### src/sv/assert_macros.svh
// Assertion macros shared by the path check RTL.
// Each macro expects clk and rst to be visible where it is used.
`ifndef ASSERT_MACROS_SVH
`define ASSERT_MACROS_SVH
`ifndef SYNTHESIS
`define PLC_ASSERT(label, cond, msg) \
  label: assert property (@(posedge clk) disable iff (rst) (cond)) else $error(msg);
`define PLC_ASSERT_IMPL(label, ante, cons, msg) \
  label: assert property (@(posedge clk) disable iff (rst) (ante) |-> (cons)) else $error(msg);
`define PLC_ASSERT_NEXT(label, ante, cons, msg) \
  label: assert property (@(posedge clk) disable iff (rst) (ante) |=> (cons)) else $error(msg);
`else
`define PLC_ASSERT(label, cond, msg)
`define PLC_ASSERT_IMPL(label, ante, cons, msg)
`define PLC_ASSERT_NEXT(label, ante, cons, msg)
`endif
`endif

### src/sv/plc_pkg.sv
// Types, codes and defaults for the path limit and collision check.
// No dependencies; every other source file but assert_macros.svh imports this package.
package plc_pkg;

  localparam int MAX_OBSTACLES_DEFAULT = 64;
  localparam int QUEUE_DEPTH_DEFAULT   = 4;

  localparam int CFG_W     = 31;
  localparam int CFG_IDX_W = 2;

  localparam logic [CFG_IDX_W-1:0] CFG_SPEED_LIMIT     = 2'd0;
  localparam logic [CFG_IDX_W-1:0] CFG_ACCEL_LIMIT     = 2'd1;
  localparam logic [CFG_IDX_W-1:0] CFG_CURVATURE_LIMIT = 2'd2;
  localparam logic [CFG_IDX_W-1:0] CFG_HIT_RADIUS      = 2'd3;

  localparam logic [CFG_W-1:0] SPEED_LIMIT_RESET     = 31'd1638400;
  localparam logic [CFG_W-1:0] ACCEL_LIMIT_RESET     = 31'd393216;
  localparam logic [CFG_W-1:0] CURVATURE_LIMIT_RESET = 31'd655360;
  localparam logic [CFG_W-1:0] HIT_RADIUS_RESET      = 31'd196608;

  localparam logic [1:0] REQ_CLEAR = 2'd0;
  localparam logic [1:0] REQ_ADD   = 2'd1;
  localparam logic [1:0] REQ_POINT = 2'd2;

  localparam logic [2:0] FAIL_NONE      = 3'd0;
  localparam logic [2:0] FAIL_SPEED     = 3'd1;
  localparam logic [2:0] FAIL_ACCEL     = 3'd2;
  localparam logic [2:0] FAIL_CURVATURE = 3'd3;
  localparam logic [2:0] FAIL_COLLISION = 3'd4;

  typedef struct packed {
    logic [1:0]         req_type;
    logic signed [31:0] obstacle_x;
    logic signed [31:0] obstacle_y;
    logic signed [31:0] point_x;
    logic signed [31:0] point_y;
    logic signed [31:0] speed;
    logic signed [31:0] accel;
    logic signed [31:0] curvature;
    logic               has_position;
    logic               has_curvature;
    logic               last_point;
  } item_t;

  typedef struct packed {
    logic       path_valid;
    logic [2:0] fail_reason;
  } result_t;

  typedef struct packed {
    logic [CFG_W-1:0] speed_limit;
    logic [CFG_W-1:0] accel_limit;
    logic [CFG_W-1:0] curvature_limit;
    logic [CFG_W-1:0] hit_radius;
  } cfg_t;

  typedef struct packed {
    logic speed;
    logic accel;
    logic curvature;
    logic collision;
  } fails_t;

  typedef enum logic [1:0] {
    OP_CLEAR,
    OP_ADD,
    OP_POINT
  } op_t;

  typedef struct packed {
    op_t                op;
    logic signed [31:0] x;
    logic signed [31:0] y;
    fails_t             fail;
    logic               has_position;
    logic               last;
  } q_entry_t;

  typedef enum logic [1:0] {
    BK_IDLE,
    BK_SCAN,
    BK_DRAIN,
    BK_VERDICT
  } back_state_t;

endpackage

### src/sv/plc_queue.sv
// Short command queue between the front end and the back end.
// Depends on plc_pkg for the entry type.
module plc_queue #(
  parameter int DEPTH = plc_pkg::QUEUE_DEPTH_DEFAULT
) (
  input  logic               clk,
  input  logic               rst,
  input  logic               push_valid,
  output logic               push_ready,
  input  plc_pkg::q_entry_t  push_data,
  output logic               pop_valid,
  input  logic               pop_ready,
  output plc_pkg::q_entry_t  pop_data
);
  import plc_pkg::*;

  localparam int PW = (DEPTH > 1) ? $clog2(DEPTH) : 1;
  localparam int OW = $clog2(DEPTH + 1);

  q_entry_t        slots [DEPTH];
  logic [PW-1:0]   wr_ptr;
  logic [PW-1:0]   rd_ptr;
  logic [OW-1:0]   occ;
  logic            do_push;
  logic            do_pop;

  assign push_ready = (occ != OW'(DEPTH));
  assign pop_valid  = (occ != '0);
  assign pop_data   = slots[rd_ptr];
  assign do_push    = push_valid && push_ready;
  assign do_pop     = pop_valid && pop_ready;

  always_ff @(posedge clk) begin
    if (rst) begin
      wr_ptr <= '0;
      rd_ptr <= '0;
      occ    <= '0;
    end else begin
      if (do_push) begin
        wr_ptr <= (wr_ptr == PW'(DEPTH - 1)) ? '0 : wr_ptr + 1'b1;
      end
      if (do_pop) begin
        rd_ptr <= (rd_ptr == PW'(DEPTH - 1)) ? '0 : rd_ptr + 1'b1;
      end
      if (do_push && !do_pop) begin
        occ <= occ + 1'b1;
      end else if (do_pop && !do_push) begin
        occ <= occ - 1'b1;
      end
    end
  end

  always_ff @(posedge clk) begin
    if (do_push) begin
      slots[wr_ptr] <= push_data;
    end
  end

endmodule

### config.mk
export PLATFORM = sky130hd
export DESIGN_NAME = plc_queue
export DESIGN_NICKNAME = d
export VERILOG_FILES = /design/src/sv/assert_macros.svh /design/src/sv/plc_pkg.sv /design/src/sv/plc_queue.sv
export SDC_FILE = /design/constraint.sdc
export NUM_CORES = 1
export LEC_CHECK = 0
export BUFFER_PORTS_ARGS = -buffer_cell sky130_fd_sc_hd__buf_2
export CAP_MARGIN = 20
export CELL_PAD_IN_SITES_DETAIL_PLACEMENT = 1
export CELL_PAD_IN_SITES_GLOBAL_PLACEMENT = 2
export CORE_MARGIN = 4
export CORE_UTILIZATION = 45
export DETAILED_ROUTE_END_ITERATION = 12
export PLACE_DENSITY_LB_ADDON = 0.25
export SLEW_MARGIN = 40
export SYNTH_ARGS = -nofsm -noshare
export SYNTH_HDL_FRONTEND = slang
export SYNTH_SLANG_ARGS = --single-unit
### constraint.sdc
create_clock -name clk -period 2.6 [get_ports clk]
set_input_delay 0.13 -clock clk [delete_from_list [all_inputs] [get_ports clk]]
set_output_delay 0.13 -clock clk [all_outputs]
set_load 0.1 [all_outputs]
# Word level (Yosys, flattened, before mapping)
# Memory sizes are Yosys's and may differ from the RTL's. A register that Yosys moved wholly into a read port is not among the register bits.
# Index checks and enable logic that the tools add are counted.
# totals
ff_bits,7
ramBits,288
in_bits,76
out_inout_bits,74
word_cells,27
n_memories,1
# op_classes
n_addsub,4
n_eq_ne,3
mux,8
n_reduce_logical,8
# memory_table
memory,words,word_bits,rd,rd_ports_with_merged_regs,write_ports,line_no,rtl
slots,4,72,1,1,1,plc_queue.sv:20,q_entry_t slots [DEPTH];
# op_table
cell,n
$mux 2,4
$mux 3,2
$add 2x1->2 const B,2
$eq 2x2->1 const B,2
$logic_and 1x1->1,4
$add 3x1->3 const B,1
$ne 3x3->1 const B,1
$reduce_bool 3->1,1
$sub 3x1->3 const B,1
$logic_not 1->1,2
$mux 1,2
$reduce_bool 2->1,1

# Depth between registers and ports, before layout
# depth
depth_word,6
ltp_mapped,9

# Worst setup path after synthesis
# No wires, ideal clock.
# synth_timing
path_type,flip-flop to flip-flop
from,reg occ[0]
to,reg occ[2]
setup_time_ps,70
arrival_ps,2537
required_ps,2530
setup_slack_ps,-7
stages_incl_launch_ff,10
n_path_buf,1
cell_sequence,dfxtp_1 > or3b_1 > clkbuf_2 > and2_4 > ha_1 > inv_1 > fa_1 > xor2_1 > or3_2 > a21oi_1
# synth_via
elab_chain_len,5
elab_cells_between_ends,13
# synth_lines
item,line_no,rtl
from (decl),plc_queue.sv:23,logic [OW-1:0] occ;
from (signal assigned),plc_queue.sv:46,occ <= occ + 1'b1;
from (signal assigned),plc_queue.sv:48,occ <= occ - 1'b1;
$ne 3x3->1 *,plc_queue.sv:27,assign push_ready = (occ != OW'(DEPTH));
net push_ready,plc_queue.sv:9,"output logic push_ready,"
$logic_and 1x1->1 *,plc_queue.sv:30,assign do_push = push_valid && push_ready;
net do_push,plc_queue.sv:24,logic do_push;
$logic_not 1->1,plc_queue.sv:47,end else if (do_pop && !do_push) begin
$logic_and 1x1->1,plc_queue.sv:47,
$reduce_bool 2->1 (no source line),n/a,
# Mark *: on every way through the listed nets, which the timed path passes. The rest lies on a longest branch. The select of a mux whose other input is x is not followed.
# A chain may end at the register's enable or synchronous reset.

==> results_dict.tcl <==
set metrics [dict create \
    synth_commonest_cells "288 x edfxtp_1, 72 x mux4_2, 9 x dfxtp_1" \
    synth_most_common_cell "edfxtp_1" \
    power_mw 15.9 \
    fin_crit_ps 2360 \
    powerDensity_nw_per_um2 1150 \
    cts_tree "done" \
    drive_above_1_share 0.416 \
    via_per_inst 5.17 \
    drv_cap 0 \
    setup_viol 0 \
    ys_ff_latch 297 \
    nNetsFinal 759 \
    clock_latency_ps 540 \
    fill_cells 2016 \
    top_usage_layer "met2" \
    cp.arrival_ps 2230 \
    die_w_um 163 \
    core_area_sq_um 23600 \
    dpl.hpwl_um 13400 \
    hold_viol 0 \
    rsz0062_at_grt "false" \
    ys_types 27 \
    grt_util_all_layers 0.173 \
    syn_inst 424 \
    netlist_top_cells_area "edfxtp_1 80%, mux4_2 15%, dfxtp_1 1.7%" \
    area_growth_pct 27.7 \
    start_util 0.459 \
    timing.final.ws_setup_ps 235 \
    placed_area_sq_um 12100 \
    drv_slew 0 \
    status "complete, no violations" \
    grt_util_met2 0.307 \
    end_kind "output port" \
    grt_first_pass_wirelength_um 35300 \
    r2r_slack_ps 250 \
    die_h_um 163 \
    clk_pin_slew_worst_paths_ps 60 \
    crit_required_ps 2470 \
    syn_nets 507 \
    grt_use_met1 0.224 \
    num_rows 56 \
    setup-tns-final_ps 0 \
    design_area_sq_um 13800 \
    crit_type "flip-flop to output port" \
    grt_overflow_total 0 \
    syn-cell-area_sq_um 10800 \
    synthArstFlopShare 0 \
    synth-edff-count 288 \
    io_buffers 149 \
    crit_path_max_fanout 33 \
    dpl_worst_slack_ps 219 \
    ir_worst_vdd_mv 1.09 \
    cp_slowest_cell "dfxtp_4" \
    cts_max_level 1 \
    vias 5264 \
    path_cells "buf_4 > mux4_2 > buf_2" \
    skew_ps 8.77 \
    holdWs_ps 124 \
    synth_top_cell_by_area "edfxtp_1" \
    yosysWarnings 0 \
    relSlewSlack 0.637 \
    drtIter0Drc 307 \
    routed_wl_um 22400 \
    ys.flop_type "edfxtp_1" \
    cts_buffers 30 \
    cpPeakStageDelay_ps 700 \
    die_area_sq_um 26600 \
    hold_path_class "input pin to flip-flop" \
    grt_start_max_net_pins 42 \
    syn_area_per_cell_sq_um 25.6 \
    wl_per_cell_um 21.9 \
    ctsResizeCount 0 \
    critPathLaunchType "flip-flop" \
    power_leakage_nw 4.72 \
    cts_root_buf "clkbuf_16" \
    worst_pin_slew_ps 545 \
    antenna_found_initial 1 \
    place_congestion 0.707 \
    cts_sinks 297 \
    cts_buffer_depth 3 \
    ios 150 \
    ant_nets 0 \
    synth_top_area_frac 0.798 \
    use_met3 0.0333 \
    drt_first_pass_iters 4 \
    seq_area_frac_synth 0.814 \
    drc 0 \
    fmax_mhz 423 \
    grt_pass1_vias 6076 \
    min_period_over_period 0.910 \
]
==> state kept, by name (all words and copies together) (netlist names), named ones only <==
name	count
slots	288
occ	3
rd_ptr	2
wr_ptr	2
==> final timing paths <==
path | startpoint | to | cells past startpoint
setup / recovery | flip-flop | pop_data[14] | 3
hold reg to reg | occ[2]$_SDFFE_PP0P_ | occ[2]$_SDFFE_PP0P_ | 2
hold / removal | pop_ready | flip-flop | 5
setup reg to reg | occ[0]$_SDFFE_PP0P_ | occ[2]$_SDFFE_PP0P_ | 8
==> per-stage QoR <==
step	util	instances
final	0.586	1019
after global routing	0.586	1019
after CTS	0.586	1018
after detailed placement	0.514	889
after global placement	0.514	889
after floorplan	-	424
==> cell usage in the layout (no fill, tap or decap), drive strengths merged, types with 3 or more instances in the layout <==
cell         count
nor2             3
mux4            72
or3              3
dfxtp            9
edfxtp         288
clkbuf          42
mux2i            3
clkinv          10
inv              3
buf            164
ha               6
dlygate4sd3     74
and3             4
==> kinds of logic after synthesis <==
group | count (synthesis) | synth area share
AOI/OAI and AO/OA | 5 | 0.00323
xor gates and xnor gates | 2 | 0.00162
adders and majority gates | 7 | 0.00877
buffers and inverters | 21 | 0.0100
DFF | 297 | 0.814
muxes | 75 | 0.152
and+or+nand+nor | 17 | 0.00981
==> worst max-delay path: cells and delay by family (launching register included) <==
| kind | cells | cell delay, ps |
|---|---|---|
| buffers and inverters | 2 | 760 |
| DFF | 1 | 700 |
| muxes | 1 | 230 |
==> routing by layer <==
metal / share of wire / routed length [um]
met5: 0 / 0
met4: 0.017 / 377
met3: 0.054 / 1200
met2: 0.53 / 11800
met1: 0.40 / 9020
==> cell type report <==
type	instances	area, sq um	area share
Timing Repair Buffer	238	1700	0.123
Tap cell	319	399	0.0288
Clock buffer	42	867	0.0626
Sequential cell	297	8840	0.638
Inverter	3	11.3	0.000813
Clock inverter	13	113	0.00813
Antenna cell	1	2.50	0.000181
Multi-Input combinational cell	106	1920	0.139
==> report_power, final <==
part	total, mW	switching [mW]	internal, mW
Sequential	5.98	0.178	5.80
Combinational	5.70	4.43	1.27
Clock	4.20	1.70	2.51
Total	15.9	6.31	9.58
==> what timing repair did <==
action                    CTS  global route
buffers inserted            0             0
hold endpoints to repair  296             0
hold buffers               74             0
No activity file was read; power rests on OpenSTA's default activity.
