### config.mk
export PLATFORM = sky130hd
export DESIGN_NAME = plc_front_flat
export DESIGN_NICKNAME = d
export VERILOG_FILES = /design/src/sv/assert_macros.svh /design/src/sv/plc_pkg.sv /design/src/sv/plc_if.sv /design/src/sv/plc_front.sv /design/src/flat_wrapper.sv
export SDC_FILE = /design/constraint.sdc
export NUM_CORES = 1
export LEC_CHECK = 0
export ABC_CLOCK_PERIOD_IN_PS = 3800
export CAP_MARGIN = 20
export CORE_AREA = 2 2 167 169
export DETAILED_ROUTE_END_ITERATION = 12
export DIE_AREA = 0 0 169 171
export DONT_BUFFER_PORTS = 1
export GPL_TIMING_DRIVEN = 0
export PLACE_DENSITY = 0.42
export SYNTH_ARGS = -nofsm -noshare
export SYNTH_HDL_FRONTEND = slang
export SYNTH_SLANG_ARGS = --single-unit
### constraint.sdc
create_clock -name vclk -period 3.8
set_input_delay 0.57 -clock vclk [all_inputs]
set_output_delay 0.57 -clock vclk [all_outputs]
set_load 0.005 [all_outputs]
### src/sv/assert_macros.svh
// Assertion macros shared by the path check RTL.
// Each macro expects clk and rst to be visible where it is used.
`ifndef ASSERT_MACROS_SVH
`define ASSERT_MACROS_SVH
`ifndef SYNTHESIS
`define PLC_ASSERT(label, cond, msg) \
  label: assert property (@(posedge clk) disable iff (rst) (cond)) else $error(msg);
`define PLC_ASSERT_IMPL(label, ante, cons, msg) \
  label: assert property (@(posedge clk) disable iff (rst) (ante) |-> (cons)) else $error(msg);
`define PLC_ASSERT_NEXT(label, ante, cons, msg) \
  label: assert property (@(posedge clk) disable iff (rst) (ante) |=> (cons)) else $error(msg);
`else
`define PLC_ASSERT(label, cond, msg)
`define PLC_ASSERT_IMPL(label, ante, cons, msg)
`define PLC_ASSERT_NEXT(label, ante, cons, msg)
`endif
`endif

### src/sv/plc_pkg.sv
// Types, codes and defaults for the path limit and collision check.
// No dependencies; every other source file but assert_macros.svh imports this package.
package plc_pkg;

  localparam int MAX_OBSTACLES_DEFAULT = 64;
  localparam int QUEUE_DEPTH_DEFAULT   = 4;

  localparam int CFG_W     = 31;
  localparam int CFG_IDX_W = 2;

  localparam logic [CFG_IDX_W-1:0] CFG_SPEED_LIMIT     = 2'd0;
  localparam logic [CFG_IDX_W-1:0] CFG_ACCEL_LIMIT     = 2'd1;
  localparam logic [CFG_IDX_W-1:0] CFG_CURVATURE_LIMIT = 2'd2;
  localparam logic [CFG_IDX_W-1:0] CFG_HIT_RADIUS      = 2'd3;

  localparam logic [CFG_W-1:0] SPEED_LIMIT_RESET     = 31'd1638400;
  localparam logic [CFG_W-1:0] ACCEL_LIMIT_RESET     = 31'd393216;
  localparam logic [CFG_W-1:0] CURVATURE_LIMIT_RESET = 31'd655360;
  localparam logic [CFG_W-1:0] HIT_RADIUS_RESET      = 31'd196608;

  localparam logic [1:0] REQ_CLEAR = 2'd0;
  localparam logic [1:0] REQ_ADD   = 2'd1;
  localparam logic [1:0] REQ_POINT = 2'd2;

  localparam logic [2:0] FAIL_NONE      = 3'd0;
  localparam logic [2:0] FAIL_SPEED     = 3'd1;
  localparam logic [2:0] FAIL_ACCEL     = 3'd2;
  localparam logic [2:0] FAIL_CURVATURE = 3'd3;
  localparam logic [2:0] FAIL_COLLISION = 3'd4;

  typedef struct packed {
    logic [1:0]         req_type;
    logic signed [31:0] obstacle_x;
    logic signed [31:0] obstacle_y;
    logic signed [31:0] point_x;
    logic signed [31:0] point_y;
    logic signed [31:0] speed;
    logic signed [31:0] accel;
    logic signed [31:0] curvature;
    logic               has_position;
    logic               has_curvature;
    logic               last_point;
  } item_t;

  typedef struct packed {
    logic       path_valid;
    logic [2:0] fail_reason;
  } result_t;

  typedef struct packed {
    logic [CFG_W-1:0] speed_limit;
    logic [CFG_W-1:0] accel_limit;
    logic [CFG_W-1:0] curvature_limit;
    logic [CFG_W-1:0] hit_radius;
  } cfg_t;

  typedef struct packed {
    logic speed;
    logic accel;
    logic curvature;
    logic collision;
  } fails_t;

  typedef enum logic [1:0] {
    OP_CLEAR,
    OP_ADD,
    OP_POINT
  } op_t;

  typedef struct packed {
    op_t                op;
    logic signed [31:0] x;
    logic signed [31:0] y;
    fails_t             fail;
    logic               has_position;
    logic               last;
  } q_entry_t;

  typedef enum logic [1:0] {
    BK_IDLE,
    BK_SCAN,
    BK_DRAIN,
    BK_VERDICT
  } back_state_t;

endpackage

### src/sv/plc_if.sv
// Valid/ready channel interfaces for request items and verdict items.
// Depends on plc_pkg for the payload types.
interface plc_item_if;
  import plc_pkg::*;
  logic  valid;
  logic  ready;
  item_t data;
  modport source(output valid, output data, input ready);
  modport sink(input valid, input data, output ready);
endinterface


### src/sv/plc_front.sv
// Front end: accepts request items, runs the limit checks, queues commands.
// Depends on plc_pkg and plc_item_if.
module plc_front (
  plc_item_if.sink           item,
  input  plc_pkg::cfg_t      cfg,
  output logic               push_valid,
  input  logic               push_ready,
  output plc_pkg::q_entry_t  push_data
);
  import plc_pkg::*;

  // exact 33-bit magnitude, so -2^31 stays 2^31
  function automatic logic [32:0] mag33(input logic signed [31:0] v);
    logic [32:0] ext;
    logic [32:0] neg;
    ext = {v[31], v};
    neg = -ext;
    return v[31] ? neg : ext;
  endfunction

  logic known;

  assign item.ready = push_ready;
  assign push_valid = item.valid && known;

  always_comb begin
    push_data              = '0;
    known                  = 1'b1;
    push_data.has_position = item.data.has_position;
    push_data.last         = item.data.last_point;
    unique case (item.data.req_type)
      REQ_CLEAR: begin
        push_data.op = OP_CLEAR;
      end
      REQ_ADD: begin
        push_data.op = OP_ADD;
        push_data.x  = item.data.obstacle_x;
        push_data.y  = item.data.obstacle_y;
      end
      REQ_POINT: begin
        push_data.op             = OP_POINT;
        push_data.x              = item.data.point_x;
        push_data.y              = item.data.point_y;
        push_data.fail.speed     = mag33(item.data.speed) > {2'b00, cfg.speed_limit};
        push_data.fail.accel     = mag33(item.data.accel) > {2'b00, cfg.accel_limit};
        push_data.fail.curvature = item.data.has_curvature &&
                                   (mag33(item.data.curvature) > {2'b00, cfg.curvature_limit});
      end
      default: begin
        // unknown request: taken and dropped
        push_data.op = OP_CLEAR;
        known        = 1'b0;
      end
    endcase
  end

endmodule

### src/flat_wrapper.sv
// flat-port wrapper written by rule: the top's interface ports become plain ports
module plc_front_flat import plc_pkg::*;
  (cfg, push_valid, push_ready, push_data, item_valid, item_data, item_ready);
  plc_item_if item_i ();
  input  plc_pkg::cfg_t cfg;
  output logic push_valid;
  input  logic push_ready;
  output plc_pkg::q_entry_t push_data;
  input wire logic [$bits(item_i.valid)-1:0] item_valid;
  input wire logic [$bits(item_i.data)-1:0] item_data;
  output wire logic [$bits(item_i.ready)-1:0] item_ready;
  assign item_i.valid = item_valid;
  assign item_i.data = item_data;
  assign item_ready = item_i.ready;
  plc_front u_core (.item(item_i), .cfg(cfg), .push_valid(push_valid), .push_ready(push_ready), .push_data(push_data));
endmodule
Word-level counts from Yosys, hierarchy flattened
Cells that the tools add are included.

word-level totals
  register bits after elaboration = 0
  latch bits = 0
  memory bits (writable) = 0
  ROM bits = 0
  bits of input ports = 355
  output and inout port bits = 74
  logic and storage cells = 19
  memories = 0

cells by class
  $add $sub $neg = 3
  multipliers = 0
  divide/modulo/power cells = 0
  magnitude comparators = 3
  equality and inequality tests = 2
  shift-type cells = 0
  multiplexer cells = 7
  bitwise gates (word level) = 0
  reduce and logical (&&, ||, !) cells = 4

operators by type and width
  kind                                                              number
  64-bit one-hot mux with 2 select lines                            1
  33-bit by 31-bit > comparator with 1-bit output                   3
  33-bit 2-to-1 mux                                                 3
  33-bit negator                                                    3
  2-bit one-hot mux with 2 select lines                             1
  3-bit 2-to-1 mux                                                  1
  3-bit OR reduction                                                1
  2-bit by 1-bit == test with 1-bit output (second input constant)  1
  2-bit == test (second input constant)                             1
  1-bit logical AND                                                 2
  2-bit logical NOT                                                 1
  1-bit 2-to-1 mux                                                  1

Logic depth before layout (Yosys ltp)
  depth after elaboration = 5
  depth in mapped cells = 14
  gate-level depth less buffers = 14

Least setup slack after synthesis
Ideal clock, no wire load.

  kind = input-to-output
  start = input port item_data[75]
  end = output port push_data[5] (netlist bit)
  data arrival time = 3,448 ps
  data required time = 3,230 ps
  setup slack = -218 ps
  stages on the path = 13
  path buffers = 0
  path through = or4_4 -> nor3_4 -> nand3_2 -> or4_4 -> nand2_1 -> xnor2_1 -> ha_1 -> o21ai_0 -> o22ai_1 -> or4_1 -> a21oi_1 -> a211o_1 -> a21oi_2

RTL lines
  item         RTL line            source
  from (decl)  flat_wrapper.sv:10  input wire logic [$bits(item_i.data)-1:0] item_data;
  to (decl)    flat_wrapper.sv:8   output plc_pkg::q_entry_t push_data;

==> impl_metrics.py <==
metrics = {
    "outcome": {
        "outcome": "finished with violations",
        "violations": "negative setup slack",
    },
    "place": {
        "io_buffers": 0,
        "pre_cts_ws_ns": -0.8898,
        "gp_congestion": 0.7920,
        "hpwl_um": 18670,
        "placed_cell_area_mm2": 0.005680,
    },
    "finish": {
        "final_common_cell": "inv_1",
        "layout-drive-gt1-share": 0.1008,
        "syn2layout_area_growth_pct": 16.11,
        "mostFrequentLayoutCells": "inv_1 (102), ha_1 (100), xnor2_1 (83)",
        "clock_buffers": 0,
        "final-seq-area_um2": 0,
        "nFillCells": 3095,
        "fin_area_mm2": 0.006078,
        "fin_nets": 1232,
        "seq_cell_count": 0,
        "antennaDiodeCount": 0,
    },
    "logic_synthesis": {
        "ys_types": 58,
        "ys_seq_area_frac": 0,
        "synth.net_count": 1218,
        "syn_area_mm2": 0.005235,
        "yosys_warnings": 0,
        "synth.avg_cell_area_um2": 6.870,
        "syn_inst": 762,
    },
    "routing": {
        "drc_errors": 0,
        "detail_route.first_pass.iterations": 5,
        "first_iter_violations": 371,
        "routed_wirelength_um": 21220,
        "ant_nets": 0,
        "vias_per_cell": 5.171,
        "vias": 5792,
        "wl_per_cell_um": 18.95,
    },
    "sta": {
        "slew_headroom": 0.4986,
        "setup_viol": 3,
        "timing.final.ws_setup_ns": -0.3886,
        "period_share": 1.102,
        "hold_viol": 0,
        "rsz0062_at_grt": "true",
        "fmax_ghz": 0.2387,
        "period_needed_ns": 4.189,
        "tightest_slew_ns": 0.7522,
        "drv_slew": 0,
    },
    "power_and_ir_drop": {
        "p_clk_frac": 0,
        "p_per_area_mw_per_mm2": 108.7,
        "power.share.switching": 0.5569,
        "p_sw_w": 0.0003680,
        "sequentialPowerShare": 0,
        "irDropWorstVdd_mv": 0.04428,
        "power.internal_w": 0.0002928,
        "power_leakage_nw": 2.507,
        "p_comb_frac": 1.000,
    },
    "die": {
        "start_util": 0.1916,
        "ios": 429,
        "core_area_mm2": 0.02732,
        "die_area_mm2": 0.02890,
        "dieWidth_um": 169,
        "chipHeight_um": 171,
        "placementRows": 61,
    },
    "worst_setup_path": {
        "cp-end-kind": "primary output",
        "worstPathMaxFanout": 3,
        "cp.required_ns": 3.23,
        "path_class": "in2out",
        "worstPathArrival_ns": 3.62,
        "startpoint_type": "input pin",
    },
    "flow_run": {
        "cap_violations": 0,
    },
    "global_routing": {
        "antenna_found_initial": 1,
        "grt_pass1_wl_um": 29660,
        "grt.total_usage": 0.1315,
        "grt_max_degree": 11,
        "grt_pass1_vias": 5173,
        "overflow": 0,
    },
    "hold_path": {
        "hold_depth": 1,
        "min_path_type": "in2out",
    },
}
## worst max-delay path: stages
cell     delay (ns)
or4_4          0.55
nor4_4         0.26
nand3_2        0.14
or4_4          0.55
nand2_2        0.10
xnor2_2        0.13
ha_4           0.23
o21ai_2        0.14
o22ai_1        0.09
or4_4          0.52
a21oi_2        0.11
a211o_1        0.15
a21oi_2        0.08
## synth_stat cells (all sizes together), types with 2 or more instances
cell type    n  share of area
or2          3         0.0036
o41ai       15          0.027
a211oi       6         0.0086
nand2       39          0.028
xor2         3         0.0050
nor4b        2         0.0045
ha         101           0.24
nand4       19          0.024
o21ai       40          0.038
inv        102          0.073
or3          7         0.0093
a2111oi      3         0.0053
o211ai       4         0.0057
o21bai       2         0.0029
nand2b       6         0.0072
buf         12          0.011
clkbuf      23          0.016
nor4        12          0.020
and3         2         0.0024
a21boi       3         0.0043
a21o        12          0.017
nor3        10          0.013
or4         12          0.021
nand4b       2         0.0033
nor2b        5         0.0060
and2         3         0.0036
nand3       15          0.015
o21a         2         0.0029
a21oi       27          0.027
a22oi       64          0.092
a31oi        3         0.0036
nor2        80          0.057
xnor2       84           0.14
o31ai       29          0.044
## path summary, 6_finish.rpt
check | startpoint | to
worst max-delay path | item_data[81] | push_data[5]
worst min-delay path | item_data[0] | push_data[0]
## stage by stage
| step | hold slack, ns | utilization | total power (W) | cells | TNS, ns |
|---|---|---|---|---|---|
| 2_1_floorplan | 1.221 | - | 0.0004902 | 762 | -0.1773 |
| 3_3_place_gp | 1.223 | 0.2079 | 0.0006258 | 1108 | -2.023 |
| 3_5_place_dp | 1.222 | 0.2079 | 0.0006244 | 1108 | -1.961 |
| 4_1_cts | 1.222 | 0.2159 | 0.0006462 | 1117 | -1.063 |
| 5_1_grt | 1.223 | 0.2225 | 0.0007603 | 1120 | -1.200 |
| 6_report | 1.222 | 0.2225 | 0.0006608 | 1120 | -0.7336 |
## metal layers
metal | global-route usage | vias up | part of all wire
met5 | 0 | - | 0.00085
met4 | 0.001858 | 2 | 0.0047
met3 | 0.03771 | 22 | 0.11
met2 | 0.2144 | 337 | 0.45
met1 | 0.1823 | 2644 | 0.43
li1 | - | 2787 | -
## cells by family (layout without fill, tap and decap cells)
group / Yosys count / in the layout / share of synthesized area
and+or+nand+nor: 220 / 220 / 0.2232
AOI/OAI and AO/OA: 216 / 216 / 0.2880
xor gates and xnor gates: 87 / 87 / 0.1456
buffers and inverters: 137 / 149 / 0.1011
other: 1 / 1 / 0.0007163
adders and majority gates: 101 / 101 / 0.2414
## power by group through the flow
stage	logic [W]	clock network (W)	registers (W)
3_5_place_dp	0.000624	0	0
6_report	0.000661	0	0
3_3_place_gp	0.000626	0	0
5_1_grt	0.000760	0	0
4_1_cts	0.000646	0	0
2_1_floorplan	0.000490	0	0
## area by class of cell
type | instances | area, um^2 | share of cell area
Inverter | 102 | 382.9 | 0.06299
Multi-Input combinational cell | 625 | 5026 | 0.8269
Timing Repair Buffer | 12 | 90.09 | 0.01482
Tap cell | 346 | 432.9 | 0.07122
Buffer | 35 | 146.4 | 0.02408
## timing repair
item | 4_1_cts | 5_1_grt
buffers inserted | 9 | 3
hold buffers | 0 | 0
cloned | 0 | 0
resized for setup | 29 | 28
setup endpoints to repair | 3 | 3
pin swaps | 19 | 17
Note: power is estimated with default switching activity, not from simulation.
